`config.mk`:
```
export PLATFORM = sky130hd
export DESIGN_NAME = midi_cc_sysex_fader_translator_core_flat
export DESIGN_NICKNAME = d
export VERILOG_FILES = /design/src/rtl/mcsf_pkg.sv /design/src/rtl/mcsf_if.sv /design/src/rtl/mcsf_ctrl.sv /design/src/rtl/mcsf_dp.sv /design/src/rtl/midi_cc_sysex_fader_translator_core.sv /design/src/flat_wrapper.sv
export SDC_FILE = /design/constraint.sdc
export NUM_CORES = 1
export LEC_CHECK = 0
export BUFFER_PORTS_ARGS = -buffer_cell sky130_fd_sc_hd__buf_2
export CORE_MARGIN = 2
export CORE_UTILIZATION = 40
export DETAILED_ROUTE_END_ITERATION = 10
export RECOVER_POWER = 100
export SLEW_MARGIN = 5
export SYNTH_ARGS = -nofsm -noshare
export SYNTH_HDL_FRONTEND = slang
export SYNTH_SLANG_ARGS = --single-unit
```
`constraint.sdc`:
```
create_clock -name clk -period 3.7 [get_ports clk]
set_clock_uncertainty 0.1 [all_clocks]
set_input_delay 0.555 -clock clk [delete_from_list [all_inputs] [get_ports clk]]
set_output_delay 0.555 -clock clk [all_outputs]
set_load 0.02 [all_outputs]
```
`src/rtl/mcsf_pkg.sv`:
```
`timescale 1ns / 1ps
// ----------------------------------------------------------------------------
// mcsf_pkg: shared types and constants of the CC / SysEx fader translator
// Opcodes, result status codes, config register indexes, table sizes and
// the command / status bundles between controller and datapath.
// ----------------------------------------------------------------------------
package mcsf_pkg;

    localparam int TABLE_DEPTH    = 16;
    localparam int TEMPLATE_DEPTH = 16;
    localparam int MAX_RESULTS    = 48;

    localparam int TBL_AW = $clog2(TABLE_DEPTH);
    localparam int TBL_CW = $clog2(TABLE_DEPTH + 1);
    localparam int TPL_AW = $clog2(TEMPLATE_DEPTH);
    localparam int TPL_CW = $clog2(TEMPLATE_DEPTH + 1);

    localparam int OPCODE_W = 3;
    localparam int INDEX_W  = 4;
    localparam int NUM_W    = 7;
    localparam int BYTE_W   = 8;
    localparam int STATUS_W = 3;
    localparam int COUNT_W  = 5;

    localparam int CFG_IW = 3;
    localparam int CFG_DW = 5;

    localparam logic [BYTE_W-1:0] CC_STATUS = 8'hB0;

    // opcodes
    localparam logic [OPCODE_W-1:0] OP_LOAD_ENTRY    = 3'd0;
    localparam logic [OPCODE_W-1:0] OP_LOAD_TEMPLATE = 3'd1;
    localparam logic [OPCODE_W-1:0] OP_CC_TO_SX      = 3'd2;
    localparam logic [OPCODE_W-1:0] OP_SX_TO_CC      = 3'd3;
    localparam logic [OPCODE_W-1:0] OP_DUMP          = 3'd4;
    localparam logic [OPCODE_W-1:0] OP_COUNT         = 3'd5;

    // result status codes
    localparam logic [STATUS_W-1:0] ST_MESSAGE  = 3'd0;
    localparam logic [STATUS_W-1:0] ST_NO_MATCH = 3'd1;
    localparam logic [STATUS_W-1:0] ST_LOAD_ACK = 3'd2;
    localparam logic [STATUS_W-1:0] ST_COUNT    = 3'd3;
    localparam logic [STATUS_W-1:0] ST_EMPTY    = 3'd4;

    // config register indexes
    localparam logic [CFG_IW-1:0] CFG_ENTRY_COUNT     = 3'd0;
    localparam logic [CFG_IW-1:0] CFG_RECEIVE_CHANNEL = 3'd1;
    localparam logic [CFG_IW-1:0] CFG_SYSEX_LENGTH    = 3'd2;
    localparam logic [CFG_IW-1:0] CFG_SYSEX_PARAM_POS = 3'd3;
    localparam logic [CFG_IW-1:0] CFG_SYSEX_VALUE_POS = 3'd4;

    // what the datapath places into the result register
    typedef enum logic [3:0] {
        EMIT_ACK        = 4'd0,
        EMIT_NO_MATCH   = 4'd1,
        EMIT_SYSEX_BYTE = 4'd2,
        EMIT_CC_STATUS  = 4'd3,
        EMIT_CC_NUMBER  = 4'd4,
        EMIT_VALUE      = 4'd5,
        EMIT_LAST_VALUE = 4'd6,
        EMIT_EMPTY      = 4'd7,
        EMIT_COUNT      = 4'd8
    } emit_sel_t;

    typedef struct packed {
        logic      capture;
        logic      do_load;
        logic      inc_i;
        logic      inc_b;
        logic      inc_cnt;
        logic      store_value;
        logic      emit;
        emit_sel_t emit_sel;
        logic      emit_last;
    } dp_cmd_t;

    typedef struct packed {
        logic out_free;
        logic search_done;
        logic hit;
        logic used_hit;
        logic more_used;
        logic byte_last;
        logic cc_to_sx;
    } dp_stat_t;

endpackage

```
`src/rtl/mcsf_if.sv`:
```
`timescale 1ns / 1ps
// ----------------------------------------------------------------------------
// mcsf_if: request and result channels of the fader translator
// Valid / ready channels; a transfer happens when both are high at a clock edge.
// ----------------------------------------------------------------------------
interface mcsf_req_if;
    logic       valid;
    logic       ready;
    logic [2:0] opcode;
    logic [3:0] entry_index;
    logic [6:0] cc_number;
    logic [6:0] sysex_number;
    logic [7:0] data_byte;

    modport source (
        output valid, opcode, entry_index, cc_number, sysex_number, data_byte,
        input  ready
    );
    modport sink (
        input  valid, opcode, entry_index, cc_number, sysex_number, data_byte,
        output ready
    );
endinterface

interface mcsf_rsp_if;
    logic       valid;
    logic       ready;
    logic [7:0] out_byte;
    logic       is_last;
    logic [2:0] status;
    logic [4:0] saved_count;

    modport source (
        output valid, out_byte, is_last, status, saved_count,
        input  ready
    );
    modport sink (
        input  valid, out_byte, is_last, status, saved_count,
        output ready
    );
endinterface

```
`src/rtl/mcsf_ctrl.sv`:
```
`timescale 1ns / 1ps
// ----------------------------------------------------------------------------
// mcsf_ctrl: sequencer of the fader translator
// Takes one request at a time, steps the table scan and the byte emission,
// and only emits when the result register is free.
// ----------------------------------------------------------------------------
module mcsf_ctrl
    import mcsf_pkg::*;
(
    input  logic                clk,
    input  logic                rst_n,
    input  logic                req_valid,
    input  logic [OPCODE_W-1:0] req_opcode,
    output logic                req_ready,
    input  dp_stat_t            stat,
    output dp_cmd_t             cmd
);

    typedef enum logic [11:0] {
        S_IDLE     = 12'b0000_0000_0001,
        S_ACK      = 12'b0000_0000_0010,
        S_SEARCH   = 12'b0000_0000_0100,
        S_SX_BYTES = 12'b0000_0000_1000,
        S_CC_B0    = 12'b0000_0001_0000,
        S_CC_B1    = 12'b0000_0010_0000,
        S_CC_B2    = 12'b0000_0100_0000,
        S_DUMP     = 12'b0000_1000_0000,
        S_DUMP_B0  = 12'b0001_0000_0000,
        S_DUMP_B1  = 12'b0010_0000_0000,
        S_DUMP_B2  = 12'b0100_0000_0000,
        S_COUNT    = 12'b1000_0000_0000
    } state_t;

    state_t state_reg;
    state_t state_next;

    always_ff @(posedge clk or negedge rst_n)
    begin
        if (!rst_n)
        begin
            state_reg <= S_IDLE;
        end
        else
        begin
            state_reg <= state_next;
        end
    end

    always_comb
    begin
        state_next = state_reg;
        cmd        = '0;
        req_ready  = 1'b0;
        case (state_reg)
            S_IDLE:
            begin
                req_ready = 1'b1;
                if (req_valid)
                begin
                    cmd.capture = 1'b1;
                    case (req_opcode)
                        OP_LOAD_ENTRY, OP_LOAD_TEMPLATE: state_next = S_ACK;
                        OP_CC_TO_SX, OP_SX_TO_CC:        state_next = S_SEARCH;
                        OP_DUMP:                         state_next = S_DUMP;
                        OP_COUNT:                        state_next = S_COUNT;
                        default:                         state_next = S_IDLE;
                    endcase
                end
            end
            S_ACK:
            begin
                if (stat.out_free)
                begin
                    cmd.do_load   = 1'b1;
                    cmd.emit      = 1'b1;
                    cmd.emit_sel  = EMIT_ACK;
                    cmd.emit_last = 1'b1;
                    state_next    = S_IDLE;
                end
            end
            S_SEARCH:
            begin
                if (stat.search_done)
                begin
                    if (stat.out_free)
                    begin
                        cmd.emit      = 1'b1;
                        cmd.emit_sel  = EMIT_NO_MATCH;
                        cmd.emit_last = 1'b1;
                        state_next    = S_IDLE;
                    end
                end
                else if (stat.hit)
                begin
                    state_next = stat.cc_to_sx ? S_SX_BYTES : S_CC_B0;
                end
                else
                begin
                    cmd.inc_i = 1'b1;
                end
            end
            S_SX_BYTES:
            begin
                if (stat.out_free)
                begin
                    cmd.emit      = 1'b1;
                    cmd.emit_sel  = EMIT_SYSEX_BYTE;
                    cmd.emit_last = stat.byte_last;
                    cmd.inc_b     = 1'b1;
                    if (stat.byte_last)
                    begin
                        cmd.store_value = 1'b1;
                        state_next      = S_IDLE;
                    end
                end
            end
            S_CC_B0:
            begin
                if (stat.out_free)
                begin
                    cmd.emit     = 1'b1;
                    cmd.emit_sel = EMIT_CC_STATUS;
                    state_next   = S_CC_B1;
                end
            end
            S_CC_B1:
            begin
                if (stat.out_free)
                begin
                    cmd.emit     = 1'b1;
                    cmd.emit_sel = EMIT_CC_NUMBER;
                    state_next   = S_CC_B2;
                end
            end
            S_CC_B2:
            begin
                if (stat.out_free)
                begin
                    cmd.emit        = 1'b1;
                    cmd.emit_sel    = EMIT_VALUE;
                    cmd.emit_last   = 1'b1;
                    cmd.store_value = 1'b1;
                    state_next      = S_IDLE;
                end
            end
            S_DUMP:
            begin
                // reaching the end here means no used entry was found
                if (stat.search_done)
                begin
                    if (stat.out_free)
                    begin
                        cmd.emit      = 1'b1;
                        cmd.emit_sel  = EMIT_EMPTY;
                        cmd.emit_last = 1'b1;
                        state_next    = S_IDLE;
                    end
                end
                else if (stat.used_hit)
                begin
                    state_next = S_DUMP_B0;
                end
                else
                begin
                    cmd.inc_i = 1'b1;
                end
            end
            S_DUMP_B0:
            begin
                if (stat.out_free)
                begin
                    cmd.emit     = 1'b1;
                    cmd.emit_sel = EMIT_CC_STATUS;
                    state_next   = S_DUMP_B1;
                end
            end
            S_DUMP_B1:
            begin
                if (stat.out_free)
                begin
                    cmd.emit     = 1'b1;
                    cmd.emit_sel = EMIT_CC_NUMBER;
                    state_next   = S_DUMP_B2;
                end
            end
            S_DUMP_B2:
            begin
                if (stat.out_free)
                begin
                    cmd.emit      = 1'b1;
                    cmd.emit_sel  = EMIT_LAST_VALUE;
                    cmd.emit_last = !stat.more_used;
                    cmd.inc_i     = 1'b1;
                    state_next    = stat.more_used ? S_DUMP : S_IDLE;
                end
            end
            S_COUNT:
            begin
                if (stat.search_done)
                begin
                    if (stat.out_free)
                    begin
                        cmd.emit      = 1'b1;
                        cmd.emit_sel  = EMIT_COUNT;
                        cmd.emit_last = 1'b1;
                        state_next    = S_IDLE;
                    end
                end
                else
                begin
                    cmd.inc_cnt = stat.used_hit;
                    cmd.inc_i   = 1'b1;
                end
            end
            default:
            begin
                state_next = S_IDLE;
            end
        endcase
    end

endmodule

```
`src/rtl/mcsf_dp.sv`:
```
`timescale 1ns / 1ps
// ----------------------------------------------------------------------------
// mcsf_dp: datapath of the fader translator
// Config registers, entry table, SysEx template, scan and byte counters,
// and the result register.
// ----------------------------------------------------------------------------
module mcsf_dp
    import mcsf_pkg::*;
(
    input  logic                clk,
    input  logic                rst_n,
    input  logic                cfg_we,
    input  logic [CFG_IW-1:0]   cfg_index,
    input  logic [CFG_DW-1:0]   cfg_data,
    input  logic [OPCODE_W-1:0] req_opcode,
    input  logic [INDEX_W-1:0]  req_entry_index,
    input  logic [NUM_W-1:0]    req_cc_number,
    input  logic [NUM_W-1:0]    req_sysex_number,
    input  logic [BYTE_W-1:0]   req_data_byte,
    input  dp_cmd_t             cmd,
    output dp_stat_t            stat,
    input  logic                rsp_ready,
    output logic                rsp_valid,
    output logic [BYTE_W-1:0]   rsp_out_byte,
    output logic                rsp_is_last,
    output logic [STATUS_W-1:0] rsp_status,
    output logic [COUNT_W-1:0]  rsp_saved_count
);

    // config
    logic [4:0] entry_count_reg;
    logic [4:0] receive_channel_reg;
    logic [4:0] sysex_length_reg;
    logic [3:0] sysex_param_pos_reg;
    logic [3:0] sysex_value_pos_reg;

    // captured request
    logic [OPCODE_W-1:0] op_reg;
    logic [INDEX_W-1:0]  idx_reg;
    logic [NUM_W-1:0]    cc_reg;
    logic [NUM_W-1:0]    sx_reg;
    logic [BYTE_W-1:0]   val_reg;

    // tables
    logic [NUM_W-1:0]  entry_cc_reg    [TABLE_DEPTH];
    logic [NUM_W-1:0]  entry_sx_reg    [TABLE_DEPTH];
    logic [NUM_W-1:0]  entry_last_reg  [TABLE_DEPTH];
    logic [TABLE_DEPTH-1:0] used_reg;
    logic [BYTE_W-1:0] template_reg    [TEMPLATE_DEPTH];

    // counters
    logic [TBL_CW-1:0] i_reg;
    logic [TBL_CW-1:0] i_next;
    logic [TPL_CW-1:0] b_reg;
    logic [TPL_CW-1:0] b_next;
    logic [TBL_CW-1:0] cnt_reg;
    logic [TBL_CW-1:0] cnt_next;

    // result register
    logic                rsp_valid_reg;
    logic [BYTE_W-1:0]   rsp_byte_reg;
    logic                rsp_last_reg;
    logic [STATUS_W-1:0] rsp_status_reg;
    logic [COUNT_W-1:0]  rsp_saved_reg;
    logic [BYTE_W-1:0]   rsp_byte_next;
    logic [STATUS_W-1:0] rsp_status_next;
    logic [COUNT_W-1:0]  rsp_saved_next;

    logic [TBL_CW-1:0] n_active;
    logic [TPL_CW-1:0] msg_len;
    logic [TBL_AW-1:0] ent_addr;
    logic [TPL_AW-1:0] tpl_addr;
    logic [TBL_AW-1:0] load_addr;
    logic [TPL_AW-1:0] load_tpl_addr;
    logic [BYTE_W-1:0] cc_status_byte;
    logic [BYTE_W-1:0] sysex_byte;
    logic [TABLE_DEPTH-1:0] live_used;
    logic              more_used;
    logic [3:0]        chan_low;

    always_ff @(posedge clk or negedge rst_n)
    begin
        if (!rst_n)
        begin
            entry_count_reg     <= 5'd0;
            receive_channel_reg <= 5'd1;
            sysex_length_reg    <= 5'd1;
            sysex_param_pos_reg <= 4'd0;
            sysex_value_pos_reg <= 4'd0;
        end
        else if (cfg_we)
        begin
            case (cfg_index)
                CFG_ENTRY_COUNT:     entry_count_reg     <= cfg_data;
                CFG_RECEIVE_CHANNEL: receive_channel_reg <= cfg_data;
                CFG_SYSEX_LENGTH:    sysex_length_reg    <= cfg_data;
                CFG_SYSEX_PARAM_POS: sysex_param_pos_reg <= cfg_data[3:0];
                CFG_SYSEX_VALUE_POS: sysex_value_pos_reg <= cfg_data[3:0];
                default:             ;
            endcase
        end
    end

    always_ff @(posedge clk)
    begin
        if (cmd.capture)
        begin
            op_reg  <= req_opcode;
            idx_reg <= req_entry_index;
            cc_reg  <= req_cc_number;
            sx_reg  <= req_sysex_number;
            val_reg <= req_data_byte;
        end
    end

    // active entries and message length, clamped to the stores
    always_comb
    begin
        if (int'(entry_count_reg) > TABLE_DEPTH)
            n_active = TBL_CW'(TABLE_DEPTH);
        else
            n_active = TBL_CW'(entry_count_reg);

        if (sysex_length_reg == 5'd0)
            msg_len = TPL_CW'(1);
        else if (int'(sysex_length_reg) > TEMPLATE_DEPTH)
            msg_len = TPL_CW'(TEMPLATE_DEPTH);
        else
            msg_len = TPL_CW'(sysex_length_reg);
        if (int'(msg_len) > MAX_RESULTS)
            msg_len = TPL_CW'(MAX_RESULTS);
    end

    assign ent_addr      = i_reg[TBL_AW-1:0];
    assign tpl_addr      = b_reg[TPL_AW-1:0];
    assign load_addr     = TBL_AW'(idx_reg);
    assign load_tpl_addr = TPL_AW'(idx_reg);

    // entry payload, no reset
    always_ff @(posedge clk)
    begin
        if (cmd.do_load && op_reg == OP_LOAD_ENTRY && int'(idx_reg) < TABLE_DEPTH)
        begin
            entry_cc_reg[load_addr] <= cc_reg;
            entry_sx_reg[load_addr] <= sx_reg;
        end
        if (cmd.store_value)
        begin
            entry_last_reg[ent_addr] <= val_reg[NUM_W-1:0];
        end
    end

    always_ff @(posedge clk or negedge rst_n)
    begin
        if (!rst_n)
        begin
            used_reg <= '0;
            for (int k = 0; k < TEMPLATE_DEPTH; k++)
            begin
                template_reg[k] <= '0;
            end
        end
        else
        begin
            if (cmd.do_load && op_reg == OP_LOAD_ENTRY && int'(idx_reg) < TABLE_DEPTH)
            begin
                used_reg[load_addr] <= 1'b0;
            end
            if (cmd.do_load && op_reg == OP_LOAD_TEMPLATE
                && int'(idx_reg) < TEMPLATE_DEPTH)
            begin
                template_reg[load_tpl_addr] <= val_reg;
            end
            if (cmd.store_value)
            begin
                used_reg[ent_addr] <= 1'b1;
            end
        end
    end

    // scan, byte and count counters
    always_comb
    begin
        i_next   = i_reg;
        b_next   = b_reg;
        cnt_next = cnt_reg;
        if (cmd.capture)
        begin
            i_next   = '0;
            b_next   = '0;
            cnt_next = '0;
        end
        else
        begin
            if (cmd.inc_i)
                i_next = i_reg + TBL_CW'(1);
            if (cmd.inc_b)
                b_next = b_reg + TPL_CW'(1);
            if (cmd.inc_cnt)
                cnt_next = cnt_reg + TBL_CW'(1);
        end
    end

    always_ff @(posedge clk or negedge rst_n)
    begin
        if (!rst_n)
        begin
            i_reg   <= '0;
            b_reg   <= '0;
            cnt_reg <= '0;
        end
        else
        begin
            i_reg   <= i_next;
            b_reg   <= b_next;
            cnt_reg <= cnt_next;
        end
    end

    // used entries inside the active range, and whether one lies past the scan point
    always_comb
    begin
        more_used = 1'b0;
        for (int k = 0; k < TABLE_DEPTH; k++)
        begin
            live_used[k] = used_reg[k] && (k < int'(n_active));
            if (live_used[k] && k > int'(i_reg))
                more_used = 1'b1;
        end
    end

    assign chan_low       = 4'(receive_channel_reg - 5'd1);
    assign cc_status_byte = CC_STATUS + {4'd0, chan_low};

    // value position wins over parameter position
    always_comb
    begin
        if (b_reg == TPL_CW'(sysex_value_pos_reg))
            sysex_byte = val_reg;
        else if (b_reg == TPL_CW'(sysex_param_pos_reg))
            sysex_byte = {1'b0, entry_sx_reg[ent_addr]};
        else
            sysex_byte = template_reg[tpl_addr];
    end

    always_comb
    begin
        stat.out_free    = !rsp_valid_reg || rsp_ready;
        stat.search_done = i_reg >= n_active;
        stat.cc_to_sx    = op_reg == OP_CC_TO_SX;
        stat.hit         = (op_reg == OP_CC_TO_SX) ? (entry_cc_reg[ent_addr] == cc_reg)
                                                   : (entry_sx_reg[ent_addr] == sx_reg);
        stat.used_hit    = used_reg[ent_addr];
        stat.more_used   = more_used;
        stat.byte_last   = (b_reg + TPL_CW'(1)) == msg_len;
    end

    always_comb
    begin
        rsp_byte_next   = '0;
        rsp_status_next = ST_MESSAGE;
        rsp_saved_next  = '0;
        case (cmd.emit_sel)
            EMIT_ACK:        rsp_status_next = ST_LOAD_ACK;
            EMIT_NO_MATCH:   rsp_status_next = ST_NO_MATCH;
            EMIT_SYSEX_BYTE: rsp_byte_next   = sysex_byte;
            EMIT_CC_STATUS:  rsp_byte_next   = cc_status_byte;
            EMIT_CC_NUMBER:  rsp_byte_next   = {1'b0, entry_cc_reg[ent_addr]};
            EMIT_VALUE:      rsp_byte_next   = val_reg;
            EMIT_LAST_VALUE: rsp_byte_next   = {1'b0, entry_last_reg[ent_addr]};
            EMIT_EMPTY:      rsp_status_next = ST_EMPTY;
            EMIT_COUNT:
            begin
                rsp_status_next = ST_COUNT;
                rsp_saved_next  = COUNT_W'(cnt_reg);
            end
            default:         rsp_status_next = ST_MESSAGE;
        endcase
    end

    always_ff @(posedge clk or negedge rst_n)
    begin
        if (!rst_n)
        begin
            rsp_valid_reg <= 1'b0;
        end
        else if (cmd.emit)
        begin
            rsp_valid_reg <= 1'b1;
        end
        else if (rsp_ready)
        begin
            rsp_valid_reg <= 1'b0;
        end
    end

    always_ff @(posedge clk)
    begin
        if (cmd.emit)
        begin
            rsp_byte_reg   <= rsp_byte_next;
            rsp_last_reg   <= cmd.emit_last;
            rsp_status_reg <= rsp_status_next;
            rsp_saved_reg  <= rsp_saved_next;
        end
    end

    assign rsp_valid       = rsp_valid_reg;
    assign rsp_out_byte    = rsp_byte_reg;
    assign rsp_is_last     = rsp_last_reg;
    assign rsp_status      = rsp_status_reg;
    assign rsp_saved_count = rsp_saved_reg;

endmodule

```
`src/rtl/midi_cc_sysex_fader_translator_core.sv`:
```
`timescale 1ns / 1ps
// ----------------------------------------------------------------------------
// midi_cc_sysex_fader_translator_core: MIDI CC <-> SysEx fader translator
// Request channel req carries one command; result channel rsp carries one
// message byte or status per transfer, is_last marking the final one.
// The user must write the config port (cfg_we, cfg_index, cfg_data) only
// while idle; the block does not enforce it. One request is handled at a
// time; req.ready is high only when idle. Loads: 1 result, an acknowledge.
// CC to SysEx / SysEx to CC: linear scan of the entry table, one entry per
// cycle (up to 16 entries), then one byte per cycle while rsp accepts them
// (sysex_length bytes, clamped to 1..16, or 3). Dump: 3 bytes per used entry.
// Count: scans each active entry, then 1 result.
// The scan counter paces scans; the single result register paces emission.
// The result register holds while rsp.ready is low; the sequencer then waits.
// Reset clears config to defaults, used marks and the SysEx template; entry
// numbers and last values are undefined until loaded.
// ----------------------------------------------------------------------------
module midi_cc_sysex_fader_translator_core
    import mcsf_pkg::*;
(
    input  logic              clk,
    input  logic              rst_n,
    mcsf_req_if.sink          req,
    mcsf_rsp_if.source        rsp,
    input  logic              cfg_we,
    input  logic [CFG_IW-1:0] cfg_index,
    input  logic [CFG_DW-1:0] cfg_data
);

    dp_cmd_t  cmd;
    dp_stat_t stat;
    logic     req_ready;

    assign req.ready = req_ready;

    mcsf_ctrl u_ctrl (
        .clk        (clk),
        .rst_n      (rst_n),
        .req_valid  (req.valid),
        .req_opcode (req.opcode),
        .req_ready  (req_ready),
        .stat       (stat),
        .cmd        (cmd)
    );

    mcsf_dp u_dp (
        .clk              (clk),
        .rst_n            (rst_n),
        .cfg_we           (cfg_we),
        .cfg_index        (cfg_index),
        .cfg_data         (cfg_data),
        .req_opcode       (req.opcode),
        .req_entry_index  (req.entry_index),
        .req_cc_number    (req.cc_number),
        .req_sysex_number (req.sysex_number),
        .req_data_byte    (req.data_byte),
        .cmd              (cmd),
        .stat             (stat),
        .rsp_ready        (rsp.ready),
        .rsp_valid        (rsp.valid),
        .rsp_out_byte     (rsp.out_byte),
        .rsp_is_last      (rsp.is_last),
        .rsp_status       (rsp.status),
        .rsp_saved_count  (rsp.saved_count)
    );

endmodule
```
`src/flat_wrapper.sv`:
```
// flat-port wrapper written by rule: the top's interface ports become plain ports
module midi_cc_sysex_fader_translator_core_flat import mcsf_pkg::*;
  (clk, rst_n, cfg_we, cfg_index, cfg_data, req_valid, req_opcode, req_entry_index, req_cc_number, req_sysex_number, req_data_byte, req_ready, rsp_valid, rsp_out_byte, rsp_is_last, rsp_status, rsp_saved_count, rsp_ready);
  mcsf_req_if req_i ();
  mcsf_rsp_if rsp_i ();
  input  logic clk;
  input  logic rst_n;
  input  logic cfg_we;
  input  logic [CFG_IW-1:0] cfg_index;
  input  logic [CFG_DW-1:0] cfg_data;
  input wire logic [$bits(req_i.valid)-1:0] req_valid;
  input wire logic [$bits(req_i.opcode)-1:0] req_opcode;
  input wire logic [$bits(req_i.entry_index)-1:0] req_entry_index;
  input wire logic [$bits(req_i.cc_number)-1:0] req_cc_number;
  input wire logic [$bits(req_i.sysex_number)-1:0] req_sysex_number;
  input wire logic [$bits(req_i.data_byte)-1:0] req_data_byte;
  output wire logic [$bits(req_i.ready)-1:0] req_ready;
  output wire logic [$bits(rsp_i.valid)-1:0] rsp_valid;
  output wire logic [$bits(rsp_i.out_byte)-1:0] rsp_out_byte;
  output wire logic [$bits(rsp_i.is_last)-1:0] rsp_is_last;
  output wire logic [$bits(rsp_i.status)-1:0] rsp_status;
  output wire logic [$bits(rsp_i.saved_count)-1:0] rsp_saved_count;
  input wire logic [$bits(rsp_i.ready)-1:0] rsp_ready;
  assign req_i.valid = req_valid;
  assign req_i.opcode = req_opcode;
  assign req_i.entry_index = req_entry_index;
  assign req_i.cc_number = req_cc_number;
  assign req_i.sysex_number = req_sysex_number;
  assign req_i.data_byte = req_data_byte;
  assign req_ready = req_i.ready;
  assign rsp_valid = rsp_i.valid;
  assign rsp_out_byte = rsp_i.out_byte;
  assign rsp_is_last = rsp_i.is_last;
  assign rsp_status = rsp_i.status;
  assign rsp_saved_count = rsp_i.saved_count;
  assign rsp_i.ready = rsp_ready;
  midi_cc_sysex_fader_translator_core u_core (.clk(clk), .rst_n(rst_n), .req(req_i), .rsp(rsp_i), .cfg_we(cfg_we), .cfg_index(cfg_index), .cfg_data(cfg_data));
endmodule
```
# Word-level counts from Yosys, hierarchy flattened
# Memory sizes are Yosys's and may differ from the RTL's.
# Index checks and enable logic that the tools add are counted.
[word_totals] word_cells=291 memories=3 in_bits=42 register_bits=240 mem_bits_rw=336 output_inout_bits=19 latch_bits=0 mem_bits_ro=0
[memory_table] name="u_core.u_dp.entry_cc_reg" depth=16 width=7 rd=1 rd_ports_with_merged_regs=0 wr=1 line="mcsf_dp.sv:45" rtl="logic [NUM_W-1:0] entry_cc_reg [TABLE_DEPTH];"
[memory_table] name="u_core.u_dp.entry_last_reg" depth=16 width=7 rd=1 rd_ports_with_merged_regs=0 wr=1 line="mcsf_dp.sv:47" rtl="logic [NUM_W-1:0] entry_last_reg [TABLE_DEPTH];"
[memory_table] name="u_core.u_dp.entry_sx_reg" depth=16 width=7 rd=1 rd_ports_with_merged_regs=0 wr=1 line="mcsf_dp.sv:46" rtl="logic [NUM_W-1:0] entry_sx_reg [TABLE_DEPTH];"
[classes] n_eq_ne=47 add_sub_neg=5 order_cmp=40 div=0 n_mul=0 n_reduce_logical=58 shifts=0 n_bitwise=5 n_mux=97
[ops] operator="$mux W12" count=14
[ops] operator="$pmux W12 S11" count=1
[ops] operator="$bwmux W128" count=1
[ops] operator="$mux W5" count=12
[ops] operator="$mux W6" count=8
[ops] operator="$mux W8" count=6
[ops] operator="$pmux W12 S4" count=1
[ops] operator="$pmux W5 S9" count=1
[ops] operator="$gt A4 B5 Y1 const A" count=8
[ops] operator="$lt A4 B5 Y1 const A" count=8
[ops] operator="$pmux W8 S5" count=1
[ops] operator="$mux W1" count=39
[ops] operator="$logic_and A1 B1 Y1" count=35
[ops] operator="$bmux W8 S4" count=1
[ops] operator="$demux W8 S4" count=1
[ops] operator="$mux W16" count=2
[ops] operator="$gt A3 B5 Y1 const A" count=4
[ops] operator="$lt A3 B5 Y1 const A" count=4
[ops] operator="$and A16 B16 Y16" count=1
[ops] operator="$eq A4 B3 Y1 const B" count=4
[ops] operator="$not A16 Y16" count=1
[ops] operator="$or A16 B16 Y16" count=1
[ops] operator="$add A5 B1 Y5 const B" count=3
[ops] operator="$eq A3 B2 Y1 const B" count=5
[ops] operator="other kinds (53)" count=90

# Logic depth before layout (Yosys ltp)
[logic_depth] word_depth=25 ltp_mapped=14 ltp_nobuf=11

# Hierarchy
# A second synthesis with hierarchy kept.
[unflattened] cells_unflattened=1550 area_unflattened_um2=25065.3
[by_module_without_submodules] module="mcsf_dp" seq_area_each_um2=16027.9 instances=1 cells_per_inst=1416 area_per_inst_um2=23921.7
[by_module_without_submodules] module="mcsf_ctrl" seq_area_each_um2=301.5 instances=1 cells_per_inst=134 area_per_inst_um2=1143.6

# Least setup slack after synthesis
# Ideal clock, no wire load.
[synth_path] kind="flip-flop to flip-flop" start="reg u_core.u_dp.i_reg[0]" end="reg u_core.u_dp.rsp_valid_reg (netlist: u_core.u_dp.rsp_valid)" n_path_buf=2 stages_incl_launch_ff=14 slack_ps=-13 period_less_slack_ps=3713 required_ps=3477 t_arrival_ps=3490 setup_ps=123 path_cell_list="dfrtp_1 > buf_6 > inv_1 > buf_2 > ha_1 > nand2b_1 > a21o_1 > a21o_1 > a21o_1 > a21oi_1 > nor3_1 > a211o_1 > or3_1 > nand2b_1"
[synth_rtl] item="from (decl)" line="mcsf_dp.sv:52" rtl="logic [TBL_CW-1:0] i_reg;"
[synth_rtl] item="from (signal assigned)" line="mcsf_dp.sv:214" rtl="i_reg <= i_next;"
[synth_rtl] item="to (signal assigned)" line="mcsf_dp.sv:285" rtl="rsp_valid_reg <= 1'b0;"
[synth_rtl] item="to (signal assigned)" line="mcsf_dp.sv:289" rtl="rsp_valid_reg <= 1'b1;"
[synth_rtl] item="to (signal assigned)" line="mcsf_dp.sv:293" rtl="rsp_valid_reg <= 1'b0;"
[synth_rtl] item="to (decl)" line="mcsf_dp.sv:60" rtl="logic rsp_valid_reg;"

==> qor.json <==
{
  "setup.worst_path.class": "flip-flop to flip-flop",
  "synth_area_leaders": "edfxtp_1 (45%), dfrtp_1 (19%), mux4_2 (7.9%)",
  "critical_path.endpoint": "u_core.u_dp.rsp_valid$_DFFE_PN0P_",
  "timing.reg2reg.worst_path_depth": 12,
  "final_antenna_net_count": 0,
  "crit_path_end_kind": "flip-flop",
  "number_of_instances_in_the_synthesized_netlist": 1621,
  "mapped_area_sq_um": 25500,
  "dr_vias_cell": 5.67,
  "cts_buf_count": 59,
  "synth.ff_latch_count": 576,
  "grt_pass1_vias": 15700,
  "synth_enable_flop_cells": 382,
  "dpl.hpwl_um": 45900,
  "die-width_um": 256,
  "irDropWorstVdd_mv": 0.362,
  "finalWeightedCongestion": 0.917,
  "area_inside_the_core_boundary_sq_um": 63100,
  "crit-reg2reg-launch": "u_core.u_dp.entry_count_reg[4]$_DFFE_PN0P_",
  "clk-insertion-delay-late_ns": 0.64,
  "finalNetCount": 1855,
  "grt_pass1_wl_um": 103000,
  "chipHeight_um": 256,
  "setup_tns_ns": 0,
  "power.internal_uw": 12200,
  "die_area_sq_um": 65700,
  "worstHoldPathType": "input pin to flip-flop",
  "fmaxAchievable_mhz": 285,
  "yosys.area.top_type": "edfxtp_1",
  "layout_worst_path_cycle_share_pct": 94.8,
  "port_buffers": 60,
  "synth_common_cells": "edfxtp_1 (382), dfrtp_1 (191), mux2_2 (153)",
  "hold_viol_final": 0,
  "largest_register_ffs": 128,
  "timing.critical_path.required_ns": 4.10,
  "layout.filler_cells": 5593,
  "cts-root-to-sink-buffers": 3,
  "postSynth.asyncResetShare_pct": 33.7,
  "yosysUniqueCellTypes": 92,
  "drt_iter0_markers": 1351,
  "antenna_found_initial": 0,
  "core.rowCount": 92,
  "slew_viol_final": 128,
  "switching_share_of_power_pct": 28.2,
  "wl_um": 68000,
  "synth.most_common_cell": "edfxtp_1",
  "clkPwrFrac_pct": 36.0,
  "via_count": 15300,
  "cts-htree-levels": 2,
  "grt_overflow": 0,
  "grt_max_degree": 93,
  "timing.critical_path.arrival_ns": 3.91,
  "crit_path_start_kind": "flip-flop",
  "finalHoldWorstSlack_ns": 0.0323,
  "leakagePower_uw": 0.0110,
  "top_level_ports": 61,
  "root_buffer": "clkbuf_16",
  "run_status": "complete, but fails checks",
  "yosysWarningCount": 0,
  "worst-slew-pin-transition_ns": 2.38,
  "critical_path.max_fanout": 10,
  "timing.max_slew.rel_slack_pct": -58.8,
  "power_density_nw_per_um2": 577,
  "drive_above_1_share_pct": 28.1,
  "flow.area_growth_from_synthesis_pct": 15.7,
  "drv.max_cap_violation_count": 2,
  "power_frac_comb_pct": 16.0,
  "rsz0062_at_grt": "false",
  "min_cycle_time_layout_ns": 3.51,
  "tritoncts": "done",
  "power.net_switching_uw": 4790,
  "violations": "max-capacitance violations, max-slew violations",
  "post_dr_wirelength_cell_um": 25.2,
  "setup.worst_path.start": "u_core.u_dp.entry_count_reg[4]$_DFFE_PN0P_",
  "final-setup-viol-count": 0,
  "register_to_register_path_setup_slack_ns": 0.19,
  "power_uw": 17000,
  "seq_power_share_pct": 48.0,
  "syn_avg_cell_area_sq_um": 15.7,
  "crit-reg2reg-capture": "u_core.u_dp.rsp_valid$_DFFE_PN0P_",
  "n_antenna_cell": 0,
  "drc": 0,
  "yosys_most_used_dff": "edfxtp_1",
  "clock_sink_count": 576,
  "floorplan.initialDensity_pct": 40.4,
  "firstDrtPassIters": 5,
  "path_clk_slew_ns": 0.06,
  "syn_nets": 1675,
  "synth_top_area_share_pct": 45.0,
  "yosysSeqAreaShare_pct": 64.1,
  "groute.usage.overall_pct": 20.9
}
## cell type report
| class | instances | area, sq um | share of cell area [%] |
|---|---|---|---|
| Sequential cell | 576 | 16300 | 55.4 |
| Multi-Input combinational cell | 933 | 8560 | 29.0 |
| Clock buffer | 70 | 1530 | 5.18 |
| Timing Repair Buffer | 209 | 1480 | 5.02 |
| Tap cell | 846 | 1060 | 3.59 |
| Clock inverter | 40 | 444 | 1.51 |
| Inverter | 22 | 82.6 | 0.280 |
## cell families (layout without fill, tap and decap cells)
| family | count (synthesis) | after routing | synth area share, % |
|---|---|---|---|
| adders and majority gates | 12 | 12 | 0.589 |
| xor gates and xnor gates | 35 | 35 | 1.32 |
| and+or+nand+nor | 337 | 337 | 7.45 |
| DFF | 576 | 576 | 64.1 |
| AOI/OAI and AO/OA | 221 | 221 | 6.09 |
| buffers and inverters | 112 | 341 | 2.24 |
| muxes | 328 | 328 | 18.2 |
## worst max-delay path, cell delays in order, from the launching register on
cell	delay, ns
dfrtp_1	0.48
inv_1	0.23
nand2_1	0.09
ha_1	0.28
a21o_1	0.16
a21o_1	0.19
a21o_1	0.20
a21oi_2	0.31
nor3_1	0.15
a211o_1	0.33
or3_1	0.40
clkbuf_2	0.26
nand2b_1	0.21
## stage by stage
stage	worst slack (ns)	util [%]	instance area [sq um]	std cells
2_1_floorplan	0.0262	-	25500	1621
3_3_place_gp	0.162	43.8	27700	2564
3_5_place_dp	0.0532	43.8	27700	2564
4_1_cts	0.0496	47.3	29900	2696
5_1_grt	0.0157	46.8	29500	2696
6_report	0.193	46.8	29500	2696
## per-layer routing
layer  vias up  GRT usage [%]  wire length [um]
met2       512           33.6             32100
li1       6685              -                 -
met5         -              0                 0
met1      7971           28.9             29700
met4         0           6.98              2180
met3       114           3.54              4080
## power groups by stage
stage	combinational, uW	clock (uW)	sequential, uW
floorplan	1740	0	8120
finish	2720	6120	8160
CTS	2810	6220	8160
detailed placement	2780	0	8280
global route	2960	6490	8230
global placement	2740	0	8260
## cell usage in the layout, fill, tap and decap left out, types with 12 or more instances in the layout
master,synthesis,layout
dfrtp_1,191,186
nand2_1,65,65
clkbuf_16,0,59
clkbuf_2,0,28
inv_1,20,20
a221oi_1,16,16
clkbuf_1,46,48
and2_1,23,20
nor2_1,67,68
mux2i_1,71,71
buf_12,4,12
nand3_1,22,22
xnor2_1,14,14
mux4_2,89,89
dlygate4sd3_1,0,22
a22oi_1,13,13
nor2b_1,16,16
ha_1,12,12
buf_4,6,63
and3_1,13,13
nand2b_1,26,26
o21ai_0,52,52
xor2_1,19,19
buf_2,20,34
mux2_2,153,152
clkinv_1,1,17
edfxtp_1,382,382
a21oi_1,36,35
nor3_1,22,23
## how the worst min path moves through the flow
stage | start | end | slack [ns] | cells after the start
final | req_sysex_number[6] | u_core.u_dp.sx_reg[6]$_DFFE_PP_ | 0.03 | 1
after global routing | req_sysex_number[6] | u_core.u_dp.sx_reg[6]$_DFFE_PP_ | 0.01 | 1
after CTS | req_sysex_number[6] | u_core.u_dp.sx_reg[6]$_DFFE_PP_ | 0.0006 | 1
after detailed placement | u_core.u_dp.template_reg[89]$_DFFE_PN0P_ | u_core.u_dp.template_reg[89]$_DFFE_PN0P_ | 0.37 | 1
after global placement | u_core.u_dp.template_reg[88]$_DFFE_PN0P_ | u_core.u_dp.template_reg[88]$_DFFE_PN0P_ | 0.37 | 1
after floorplan | rst_n | u_core.u_ctrl.state_reg[10]$_DFFE_PN0P_ | 0.16 | 0
## timing repair
item | 4_1_cts | 5_1_grt
setup buffers | 0 | 0
setup endpoints to repair | 0 | 7
resized for setup | 0 | 2
hold endpoints to repair | 107 | 0
hold buffers | 22 | 0
No activity file was read; power rests on OpenSTA's default activity.
